$ cat src/rtl/sha_pkg.sv
`default_nettype none
package sha_pkg;

    typedef logic [31:0] word_t;

    localparam word_t ROUND_K [64] = '{
        32'h428a2f98, 32'h71374491, 32'hb5c0fbcf, 32'he9b5dba5,
        32'h3956c25b, 32'h59f111f1, 32'h923f82a4, 32'hab1c5ed5,
        32'hd807aa98, 32'h12835b01, 32'h243185be, 32'h550c7dc3,
        32'h72be5d74, 32'h80deb1fe, 32'h9bdc06a7, 32'hc19bf174,
        32'he49b69c1, 32'hefbe4786, 32'h0fc19dc6, 32'h240ca1cc,
        32'h2de92c6f, 32'h4a7484aa, 32'h5cb0a9dc, 32'h76f988da,
        32'h983e5152, 32'ha831c66d, 32'hb00327c8, 32'hbf597fc7,
        32'hc6e00bf3, 32'hd5a79147, 32'h06ca6351, 32'h14292967,
        32'h27b70a85, 32'h2e1b2138, 32'h4d2c6dfc, 32'h53380d13,
        32'h650a7354, 32'h766a0abb, 32'h81c2c92e, 32'h92722c85,
        32'ha2bfe8a1, 32'ha81a664b, 32'hc24b8b70, 32'hc76c51a3,
        32'hd192e819, 32'hd6990624, 32'hf40e3585, 32'h106aa070,
        32'h19a4c116, 32'h1e376c08, 32'h2748774c, 32'h34b0bcb5,
        32'h391c0cb3, 32'h4ed8aa4a, 32'h5b9cca4f, 32'h682e6ff3,
        32'h748f82ee, 32'h78a5636f, 32'h84c87814, 32'h8cc70208,
        32'h90befffa, 32'ha4506ceb, 32'hbef9a3f7, 32'hc67178f2
    };

    localparam word_t INIT_HASH [8] = '{
        32'h6a09e667, 32'hbb67ae85, 32'h3c6ef372, 32'ha54ff53a,
        32'h510e527f, 32'h9b05688c, 32'h1f83d9ab, 32'h5be0cd19
    };

    // push word source
    localparam logic [2:0] SRC_DATA = 3'd0;
    localparam logic [2:0] SRC_ZERO = 3'd1;
    localparam logic [2:0] SRC_LENH = 3'd2;
    localparam logic [2:0] SRC_LENL = 3'd3;
    localparam logic [2:0] SRC_MARK = 3'd4;

    typedef struct packed {
        logic       push;
        logic [2:0] src;
        logic       add_len;
        logic       start;
        logic       round;
        logic       finish;
        logic       reset_msg;
        logic [2:0] out_idx;
    } cmd_t;

    typedef struct packed {
        logic [3:0] wpos;
        logic [5:0] rnd;
    } stat_t;

    function automatic word_t ror32(word_t v, int s);
        ror32 = (v >> s) | (v << (32 - s));
    endfunction

endpackage
`default_nettype wire

$ cat src/rtl/sha_datapath.sv
`default_nettype none
module sha_datapath
    import sha_pkg::*;
(
    input  wire logic        aclk,
    input  wire logic        aresetn,
    input  wire cmd_t        cmd,
    input  wire word_t       data_in,
    input  wire logic [2:0]  count_in,
    output stat_t            stat,
    output word_t            digest_out
);

    word_t       w_reg [16];
    word_t       h_reg [8];
    word_t       v_reg [8];
    logic [63:0] len_reg;
    logic [3:0]  wpos_reg;
    logic [5:0]  rnd_reg;
    word_t       push_word;
    logic [2:0]  cnt;
    word_t       mask;
    word_t       s0, s1, wnew, t1, t2, wcur;

    always_comb begin
        cnt = (count_in > 3'd4) ? 3'd4 : count_in;
        case (cnt[1:0])
            2'd0:    mask = 32'h00000000;
            2'd1:    mask = 32'hff000000;
            2'd2:    mask = 32'hffff0000;
            default: mask = 32'hffffff00;
        endcase
        case (cmd.src)
            SRC_DATA: push_word = cnt[2] ? data_in
                : ((data_in & mask) | (32'h80000000 >> {cnt[1:0], 3'b000}));
            SRC_ZERO: push_word = 32'h0;
            SRC_LENH: push_word = len_reg[63:32];
            SRC_LENL: push_word = len_reg[31:0];
            SRC_MARK: push_word = 32'h80000000;
            default:  push_word = 32'h0;
        endcase
    end

    // schedule: w_reg holds sched[i..i+15] as a shift line
    always_comb begin
        wcur = w_reg[0];
        s0 = ror32(w_reg[1], 7) ^ ror32(w_reg[1], 18) ^ (w_reg[1] >> 3);
        s1 = ror32(w_reg[14], 17) ^ ror32(w_reg[14], 19) ^ (w_reg[14] >> 10);
        wnew = s1 + w_reg[9] + s0 + w_reg[0];
        t1 = v_reg[7] + (ror32(v_reg[4], 6) ^ ror32(v_reg[4], 11) ^ ror32(v_reg[4], 25))
            + ((v_reg[4] & v_reg[5]) ^ (~v_reg[4] & v_reg[6])) + ROUND_K[rnd_reg] + wcur;
        t2 = (ror32(v_reg[0], 2) ^ ror32(v_reg[0], 13) ^ ror32(v_reg[0], 22))
            + ((v_reg[0] & v_reg[1]) ^ (v_reg[0] & v_reg[2]) ^ (v_reg[1] & v_reg[2]));
    end

    always_ff @(posedge aclk) begin
        if (!aresetn) begin
            for (int i = 0; i < 8; i++) h_reg[i] <= INIT_HASH[i];
            len_reg  <= '0;
            wpos_reg <= '0;
            rnd_reg  <= '0;
        end else begin
            if (cmd.add_len) begin
                len_reg <= len_reg + {58'd0, cnt, 3'b000};
            end
            if (cmd.push) begin
                w_reg[wpos_reg] <= push_word;
                wpos_reg <= wpos_reg + 4'd1;
            end
            if (cmd.start) begin
                for (int i = 0; i < 8; i++) v_reg[i] <= h_reg[i];
                rnd_reg <= '0;
            end
            if (cmd.round) begin
                for (int i = 0; i < 15; i++) w_reg[i] <= w_reg[i+1];
                w_reg[15] <= wnew;
                v_reg[7] <= v_reg[6];
                v_reg[6] <= v_reg[5];
                v_reg[5] <= v_reg[4];
                v_reg[4] <= v_reg[3] + t1;
                v_reg[3] <= v_reg[2];
                v_reg[2] <= v_reg[1];
                v_reg[1] <= v_reg[0];
                v_reg[0] <= t1 + t2;
                rnd_reg <= rnd_reg + 6'd1;
            end
            if (cmd.finish) begin
                for (int i = 0; i < 8; i++) h_reg[i] <= h_reg[i] + v_reg[i];
            end
            if (cmd.reset_msg) begin
                for (int i = 0; i < 8; i++) h_reg[i] <= INIT_HASH[i];
                len_reg  <= '0;
                wpos_reg <= '0;
            end
        end
    end

    assign stat.wpos  = wpos_reg;
    assign stat.rnd   = rnd_reg;
    assign digest_out = h_reg[cmd.out_idx];

endmodule
`default_nettype wire

$ cat src/rtl/sha_ctrl.sv
`default_nettype none
module sha_ctrl
    import sha_pkg::*;
(
    input  wire logic       aclk,
    input  wire logic       aresetn,
    input  wire logic       s_valid,
    output logic            s_ready,
    input  wire logic       last_in,
    input  wire logic [2:0] count_in,
    output logic            m_valid,
    input  wire logic       m_ready,
    output logic [2:0]      out_idx,
    input  wire stat_t      stat,
    output cmd_t            cmd
);

    localparam logic [2:0] ST_IDLE  = 3'd0;
    localparam logic [2:0] ST_PAD   = 3'd1;
    localparam logic [2:0] ST_ROUND = 3'd2;
    localparam logic [2:0] ST_FIN   = 3'd3;
    localparam logic [2:0] ST_OUT   = 3'd4;

    logic [2:0] state_reg, state_next;
    logic       pad_reg, pad_next;
    logic       fl_reg, fl_next;
    logic       one_reg, one_next;
    logic       ext_reg, ext_next;
    logic [2:0] idx_reg, idx_next;

    assign s_ready = (state_reg == ST_IDLE);
    assign m_valid = (state_reg == ST_OUT);
    assign out_idx = idx_reg;

    always_comb begin
        state_next = state_reg;
        pad_next   = pad_reg;
        fl_next    = fl_reg;
        one_next   = one_reg;
        ext_next   = ext_reg;
        idx_next   = idx_reg;
        cmd        = '0;
        cmd.src    = SRC_DATA;
        cmd.out_idx = idx_reg;
        unique case (state_reg)
            ST_IDLE: begin
                if (s_valid) begin
                    cmd.push    = 1'b1;
                    cmd.add_len = 1'b1;
                    if (last_in) begin
                        pad_next = 1'b1;
                        one_next = (count_in >= 3'd4);
                        // marker at word 14 leaves no room for the length
                        ext_next = (count_in < 3'd4) && (stat.wpos == 4'd14);
                    end
                    if (stat.wpos == 4'd15) begin
                        cmd.start  = 1'b1;
                        state_next = ST_ROUND;
                    end else if (last_in) begin
                        state_next = ST_PAD;
                    end
                end
            end
            ST_PAD: begin
                cmd.push = 1'b1;
                if (one_reg) begin
                    cmd.src  = SRC_MARK;
                    ext_next = (stat.wpos == 4'd14);
                end else if (ext_reg) begin
                    cmd.src = SRC_ZERO;
                end else if (stat.wpos == 4'd14) begin
                    cmd.src = SRC_LENH;
                end else if (stat.wpos == 4'd15) begin
                    cmd.src = SRC_LENL;
                end else begin
                    cmd.src = SRC_ZERO;
                end
                one_next = 1'b0;
                if (stat.wpos == 4'd15) begin
                    cmd.start  = 1'b1;
                    fl_next    = (cmd.src == SRC_LENL);
                    ext_next   = 1'b0;
                    state_next = ST_ROUND;
                end
            end
            ST_ROUND: begin
                cmd.round = 1'b1;
                if (stat.rnd == 6'd63) state_next = ST_FIN;
            end
            ST_FIN: begin
                cmd.finish = 1'b1;
                if (fl_reg) begin
                    idx_next   = 3'd0;
                    state_next = ST_OUT;
                end else if (pad_reg) begin
                    state_next = ST_PAD;
                end else begin
                    state_next = ST_IDLE;
                end
            end
            ST_OUT: begin
                if (m_ready) begin
                    idx_next = idx_reg + 3'd1;
                    if (idx_reg == 3'd7) begin
                        cmd.reset_msg = 1'b1;
                        pad_next   = 1'b0;
                        fl_next    = 1'b0;
                        state_next = ST_IDLE;
                    end
                end
            end
            default: state_next = ST_IDLE;
        endcase
    end

    always_ff @(posedge aclk) begin
        if (!aresetn) begin
            state_reg <= ST_IDLE;
            pad_reg   <= 1'b0;
            fl_reg    <= 1'b0;
            one_reg   <= 1'b0;
            ext_reg   <= 1'b0;
            idx_reg   <= '0;
        end else begin
            state_reg <= state_next;
            pad_reg   <= pad_next;
            fl_reg    <= fl_next;
            one_reg   <= one_next;
            ext_reg   <= ext_next;
            idx_reg   <= idx_next;
        end
    end

endmodule
`default_nettype wire

$ cat src/rtl/sha256_hasher_core.sv
// a word that completes a block starts a compression, and s_ready stays low until it ends
// throughput: one round per cycle
// last word: padding words are pushed, then 1 or 2 compressions, then 8 digest words
// reset: synchronous active-low aresetn loads the initial hash and clears length
`default_nettype none
module sha256_hasher_core
    import sha_pkg::*;
(
    input  wire logic        aclk,
    input  wire logic        aresetn,
    input  wire logic        s_valid,
    output logic             s_ready,
    input  wire logic [31:0] s_data_word,
    input  wire logic [2:0]  s_byte_count,
    input  wire logic        s_last_word,
    output logic             m_valid,
    input  wire logic        m_ready,
    output logic [31:0]      m_digest_word,
    output logic [2:0]       m_word_index,
    output logic             m_digest_last
);

    cmd_t  cmd;
    stat_t stat;
    logic [2:0] idx;

    sha_ctrl u_ctrl (
        .aclk(aclk), .aresetn(aresetn), .s_valid(s_valid), .s_ready(s_ready),
        .last_in(s_last_word), .count_in(s_byte_count), .m_valid(m_valid),
        .m_ready(m_ready), .out_idx(idx), .stat(stat), .cmd(cmd)
    );

    sha_datapath u_dp (
        .aclk(aclk), .aresetn(aresetn), .cmd(cmd), .data_in(s_data_word),
        .count_in(s_last_word ? s_byte_count : 3'd4), .stat(stat),
        .digest_out(m_digest_word)
    );

    assign m_word_index  = idx;
    assign m_digest_last = (idx == 3'd7);

endmodule
`default_nettype wire
$ cat config.mk
export PLATFORM = sky130hd
export DESIGN_NAME = sha256_hasher_core
export DESIGN_NICKNAME = d
export VERILOG_FILES = /design/src/rtl/sha_pkg.sv /design/src/rtl/sha_datapath.sv /design/src/rtl/sha_ctrl.sv /design/src/rtl/sha256_hasher_core.sv
export SDC_FILE = /design/constraint.sdc
export NUM_CORES = 2
export LEC_CHECK = 0
export BUFFER_PORTS_ARGS = -buffer_cell sky130_fd_sc_hd__buf_2
export CAP_MARGIN = 5
export CORE_MARGIN = 1
export CORE_UTILIZATION = 45
export DETAILED_ROUTE_END_ITERATION = 8
export PLACE_DENSITY_LB_ADDON = 0.1
export SYNTH_ARGS = -nofsm -noshare
export SYNTH_HDL_FRONTEND = slang
export SYNTH_HIERARCHICAL = 1
export SYNTH_SLANG_ARGS = --single-unit
$ cat constraint.sdc
create_clock -name aclk -period 32.5 [get_ports aclk]
set_clock_uncertainty 0.15 [all_clocks]
set_input_delay 3.25 -clock aclk [delete_from_list [all_inputs] [get_ports aclk]]
set_output_delay 3.25 -clock aclk [all_outputs]
set_load 0.02 [all_outputs]
# --- After elaboration in Yosys (flattened, before gate mapping) ---
# Memory sizes are Yosys's and may differ from the RTL's. A register that Yosys moved wholly into a read port is not among the register bits.
# Index checks and enable logic that the tools add are counted.
op_classes:
  n_bitwise: 55
  reduce_logical: 17
  mux: 99
  magnitude_cmp: 4
  eq_ne: 23
  addsub: 22
  shift: 1
op_table:
  columns: ["op", "count"]
  rows:
  - ["$mux W32", 28]
  - ["$add A32 B32 Y32", 18]
  - ["$xor A32 B32 Y32", 9]
  - ["$and A32 B32 Y32", 6]
  - ["$pmux W32 S4", 1]
  - ["$pmux W32 S3", 1]
  - ["$add A64 B6 Y64", 1]
  - ["$mux W3", 19]
  - ["$mux W1", 37]
  - ["$not A32 Y32", 1]
  - ["$or A10 B32 Y32", 1]
  - ["$or A13 B32 Y32", 1]
  - ["$or A14 B32 Y32", 1]
  - ["$or A15 B32 Y32", 1]
  - ["$or A19 B32 Y32", 1]
  - ["$or A21 B32 Y32", 1]
  - ["$or A25 B32 Y32", 1]
  - ["$or A26 B32 Y32", 1]
  - ["$or A30 B32 Y32", 1]
  - ["$or A32 B32 Y32", 1]
  - ["$or A7 B32 Y32", 1]
  - ["$reduce_or A32 Y1", 1]
  - ["$shr A32 B5 Y32 const A", 1]
  - ["$xor A32 B22 Y32", 1]
  - ["36 further kinds", 86]
totals:
  mem_bits_rw: 1024
  reg_bits: 84
  rom_bits: 2048
  memories: 4
mem_list:
  columns: ["memory", "depth", "width", "read_ports", "rd_clocked_by_memory_dff", "write_ports", "line", "rtl"]
  rows:
  - ["(name not given)", 64, 32, 1, 0, 0, "sha_datapath.sv:51", "+ ((v_reg[4] & v_reg[5]) ^ (~v_reg[4] & v_reg[6])) + ROUND_K[rnd_reg] + wcur;"]
  - ["u_dp.w_reg", 16, 32, 16, 0, 16, "sha_datapath.sv:14", "word_t w_reg [16];"]
  - ["u_dp.h_reg", 8, 32, 9, 1, 8, "sha_datapath.sv:15", "word_t h_reg [8];"]
  - ["u_dp.v_reg", 8, 32, 8, 0, 8, "sha_datapath.sv:16", "word_t v_reg [8];"]

# --- Logic depth before layout (Yosys ltp) ---
logic_depth:
  word_depth: 10
  ltp_mapped: 41

# --- By module ---
# Netlist, hierarchy kept.
by_module_without_submodules:
  columns: ["mod", "cells_per_inst", "area_each_um2", "instances", "seq_area_each_um2"]
  rows:
  - ["sha_datapath", 7099, 72169.2, 1, 30889.6]
  - ["sha_ctrl", 90, 715.7, 1, 200.2]
  - ["sha256_hasher_core", 4, 25.0, 1, 0.0]

# --- Worst setup path before layout ---
# OpenSTA, ideal clock, no wires.
synth_timing:
  path_type: "input port to flip-flop"
  startpoint: "input port s_valid"
  endpoint: "memory u_dp/v_reg[0][0] (netlist name), enable pin"
  required_ps: 31472
  path_slack_ps: 17192
  path_stages: 4
  t_arrival_ps: 14280
  setup_time_ps: 878
  cell_sequence: "o21a_1 -> nor2b_1 -> nor2_1 -> nor2_1"
synth_rtl:
  columns: ["element", "line", "rtl"]
  rows:
  - ["start: declaration", "sha256_hasher_core.sv:11", "input wire logic s_valid,"]
  - ["end: declaration", "sha_datapath.sv:16", null]

==> results.md <==
* Clock edge transition at the registers on the reported setup and hold paths at approximately 0.06 ns
* Count of pins over their slew limit at 0
* Kind of start point of the critical path: flop
* R2R depth at 34
* Synthesis-to-layout area growth at 9.66%
* Area taken by flip-flops and latches at roughly 31000 um^2
* Floorplan die height at around 400 um
* RSZ-0062 raised after global routing: false
* Syn Std Cell Area at ~73000 um^2
* Primary FF master, synth: edfxtp_1
* Total via count in the routed design at roughly 56000
* Post-CTS Hold Buffers at 0
* Final global-route overflow total at 0
* Crit. End Element: flop
* Worst hold-check path type: flop to flop
* Number of flops mapped to enable cells by yosys at 896
* Later-pin clock latency in the skew report at between 0.7 and 0.8 ns
* Peak Freq at between 90 and 100 MHz
* Critical Path Start: u_dp/rnd_reg[1]$_SDFFE_PN0P_
* Timing endpoint of the critical path: u_dp/v_reg[0][30]$_DFFE_PP_
* Power density cells at 71.5 nW/um^2
* Outcome: completed
* Finished Layout Cells at ~9400
* GP Congestion at 0.977
* Worst vdd rail ir drop at between 0.07 and 0.08 mV
* Fin util at 49.7%
* Reg2reg setup slack at 22.14 ns
* Gate count of the mapped netlist at between 7000 and 8000
* Summed negative setup slack over all endpoints at 0 ns
* Standard-cell rows at between 100 and 150
* Number of post-CTS setup repair buffers at 0
* Root buffer selected by CTS: clkbuf_16
* Number of design-rule violations left by the first detailed-router iteration at approximately 5200
* Top-area cell type share of the netlist area at between 30% and 40%
* Largest cells by area after synthesis: edfxtp_1 37%, a21o_1 7.2%, ha_1 6.9%, dfxtp_1 5.7%, fa_1 5.4%
* PortBufs at 77
* Leading cell types by count after synthesis: 1001 x nand2_1, 896 x edfxtp_1, 695 x a21o_1, 451 x nor2_1, 419 x a21oi_1
* Layout net count at 7762
* Register area share after synthesis at a little over two fifths
* Number of endpoints failing setup at the final stage at 0
* Highest cell delay on the worst timing path at roughly 0.8 ns
* Total of max-cap violations at 0
* Average detailed-routed wire length per instance at between 20 and 30 um
* Initial core utilization at a little under half
* Slew at the pin closest to its max-slew limit at 1.20 ns
* Max reg flops at approximately 510
* Detailed-routing iteration count for the pre-antenna-repair pass at 8
* Startpoint of the most critical register-to-register path: u_dp/rnd_reg[1]$_SDFFE_PN0P_
* I/O pins at 78
* First-pass GRT wire length at roughly 370000 um
* Total routed wirelength at around 250000 um
* Area used by multi-input combinational logic at a little under 40000 um^2
* H-Tree Level Count at 4
* Number of buffers on the longest clock path at 3
* Share of flip-flops with an asynchronous set or reset at 0%
* Inserted Clock Buffers at around 130
* Register bit total from synthesis at about 1100
* Layout filler cell count at roughly 15000
* Top cell by count, worst path: fa_1
* Avg Synthesized Cell Area at ~10 um^2
* Slew HR at 19.6%
* Worst flop-to-flop path endpoint: u_dp/v_reg[0][30]$_DFFE_PP_
* Post-CTS Resized at 0
* Die Footprint at 164000 um^2
* Maximum number of pins on one net before global-route repair at around 160
* Synth unique cells at approximately 110
* Clock Sinks at roughly 1100
* Max stage delay cell, worst path: ha_1
* Combined global-route utilization of all metal layers at between 30% and 40%
* DP HPWL at between 150000 and 200000 um
* Remaining antenna violation count at 0
* Cell with the most instances after synthesis: nand2_1
* Layout cell share with drive strength beyond 1 at under 10%
* Placeable Area at around 160000 um^2
* Final Total Pwr at around 0.0057 W
* Post-detailed-route DRC marker count at 0
* TritonCTS clock tree: yes
* Synthesized net count at between 7000 and 8000
* Cell taking the most area after synthesis: edfxtp_1
* Count of endpoints failing hold in the final timing report at 0
* Final worst setup slack at 22.14 ns
* Total of warnings raised by yosys at 6
* Type of the setup path with the least slack: flop to flop
* Crit share post-route at a little under a third
* Largest fanout of any net on the critical path at 31
* Vias in the first global route at between 50000 and 60000
* Min Clock Period, post-route at slightly above 10 ns
* Count of placed standard cells including taps at 9148
* Number of antenna violations at the first check in global routing at 8
* Overall die width at 405 um
* Setup slack after placement at approximately 22 ns
* Detail-routed via count per cell at around 5.9
* Leakage power at approximately 33 nW
* Crit path required time at 32.81 ns
* Data arrival time at the worst-slack endpoint at between 10 and 15 ns
-- cell families (layout without fill, tap and decap cells) --
kind of cell    after synthesis  after routing  synth area share (%)
compound gates             1997           1997                  18.1
xor+xnor                    619            619                  7.45
fa+ha+maj                   602            602                  12.3
buf+inv                     695            735                  3.62
flops                      1105           1105                  42.6
mux                         185            185                  3.87
other cells                   0              3                     0
simple gates               1990           1990                  12.0
-- routing by layer --
layer | vias to the layer above | global-route usage [%] | routed length [um]
met3 | 440 | 3.78 | 13900
met2 | 1791 | 49.9 | 118000
met4 | 6 | 13.5 | 12400
met5 | - | 0 | 32
li1 | 25600 | - | -
met1 | 27700 | 40.0 | 106000
-- worst max-delay path: cells and delay by family, from the launching register on --
family	cells	cell delay, ns
xor gates and xnor gates	2	0.33
adders and majority gates	8	3.79
and+or+nand+nor	3	0.63
AOI/OAI and AO/OA	16	3.98
buffers and inverters	5	0.83
DFF	1	0.30
-- where the power goes --
part | leakage, nW | internal, W | total [W] | switching [W]
clock network | 2.13 | 0.000869 | 0.00152 | 0.000649
logic | 21.4 | 0.00104 | 0.00252 | 0.00148
registers | 9.64 | 0.00161 | 0.00168 | 0.0000621
total | 33.2 | 0.00352 | 0.00572 | 0.00219
-- placed cells by master, fill, tap and decap left out, types with 95 or more instances in the layout --
| cell type | instances |
|---|---|
| edfxtp_1 | 896 |
| ha_1 | 402 |
| buf_4 | 101 |
| inv_1 | 303 |
| o21ai_0 | 397 |
| xor2_1 | 227 |
| nand3_1 | 95 |
| clkbuf_16 | 135 |
| xnor2_1 | 391 |
| dfxtp_1 | 202 |
| nor2_1 | 430 |
| nand2_1 | 999 |
| fa_1 | 196 |
| a21o_1 | 695 |
| a21oi_1 | 417 |
-- through the flow --
| stage | hold WS, ns | area, um^2 |
|---|---|---|
| floorplan | 0.306 | 72900 |
| global placement | 0.329 | 75500 |
| detailed placement | 0.336 | 75500 |
| CTS | 0.341 | 79900 |
| global route | 0.372 | 79900 |
| finish | 0.339 | 80000 |
-- worst min-delay path by stage --
stage	start	endpoint	slack, ns	cells past startpoint
after floorplan	u_dp/h_reg[7][31]$_SDFFE_PP0P_	u_dp/h_reg[7][31]$_SDFFE_PP0P_	0.31	2
after global placement	u_dp/len_reg[46]$_SDFFE_PP0P_	u_dp/len_reg[46]$_SDFFE_PP0P_	0.33	2
after global routing	u_dp/h_reg[7][31]$_SDFFE_PP0P_	u_dp/h_reg[7][31]$_SDFFE_PP0P_	0.37	2
after CTS	u_dp/w_reg[7][18]$_DFFE_PP_	u_dp/w_reg[6][18]$_DFFE_PP_	0.34	1
final	u_dp/h_reg[7][31]$_SDFFE_PP0P_	u_dp/h_reg[7][31]$_SDFFE_PP0P_	0.34	2
after detailed placement	u_dp/h_reg[7][31]$_SDFFE_PP0P_	u_dp/h_reg[7][31]$_SDFFE_PP0P_	0.34	2
-- final cells by class --
| class | instances | area share (%) |
|---|---|---|
| clock inverter | 77 | 1.11 |
| inverter | 311 | 1.46 |
| sequential | 1105 | 38.9 |
| antenna | 3 | 0.00939 |
| tap | 2160 | 3.38 |
| timing repair buffer | 179 | 1.46 |
| clock buffer | 168 | 4.41 |
| multi-input combinational | 5393 | 49.3 |
Note: power is estimated with default switching activity, not from simulation.
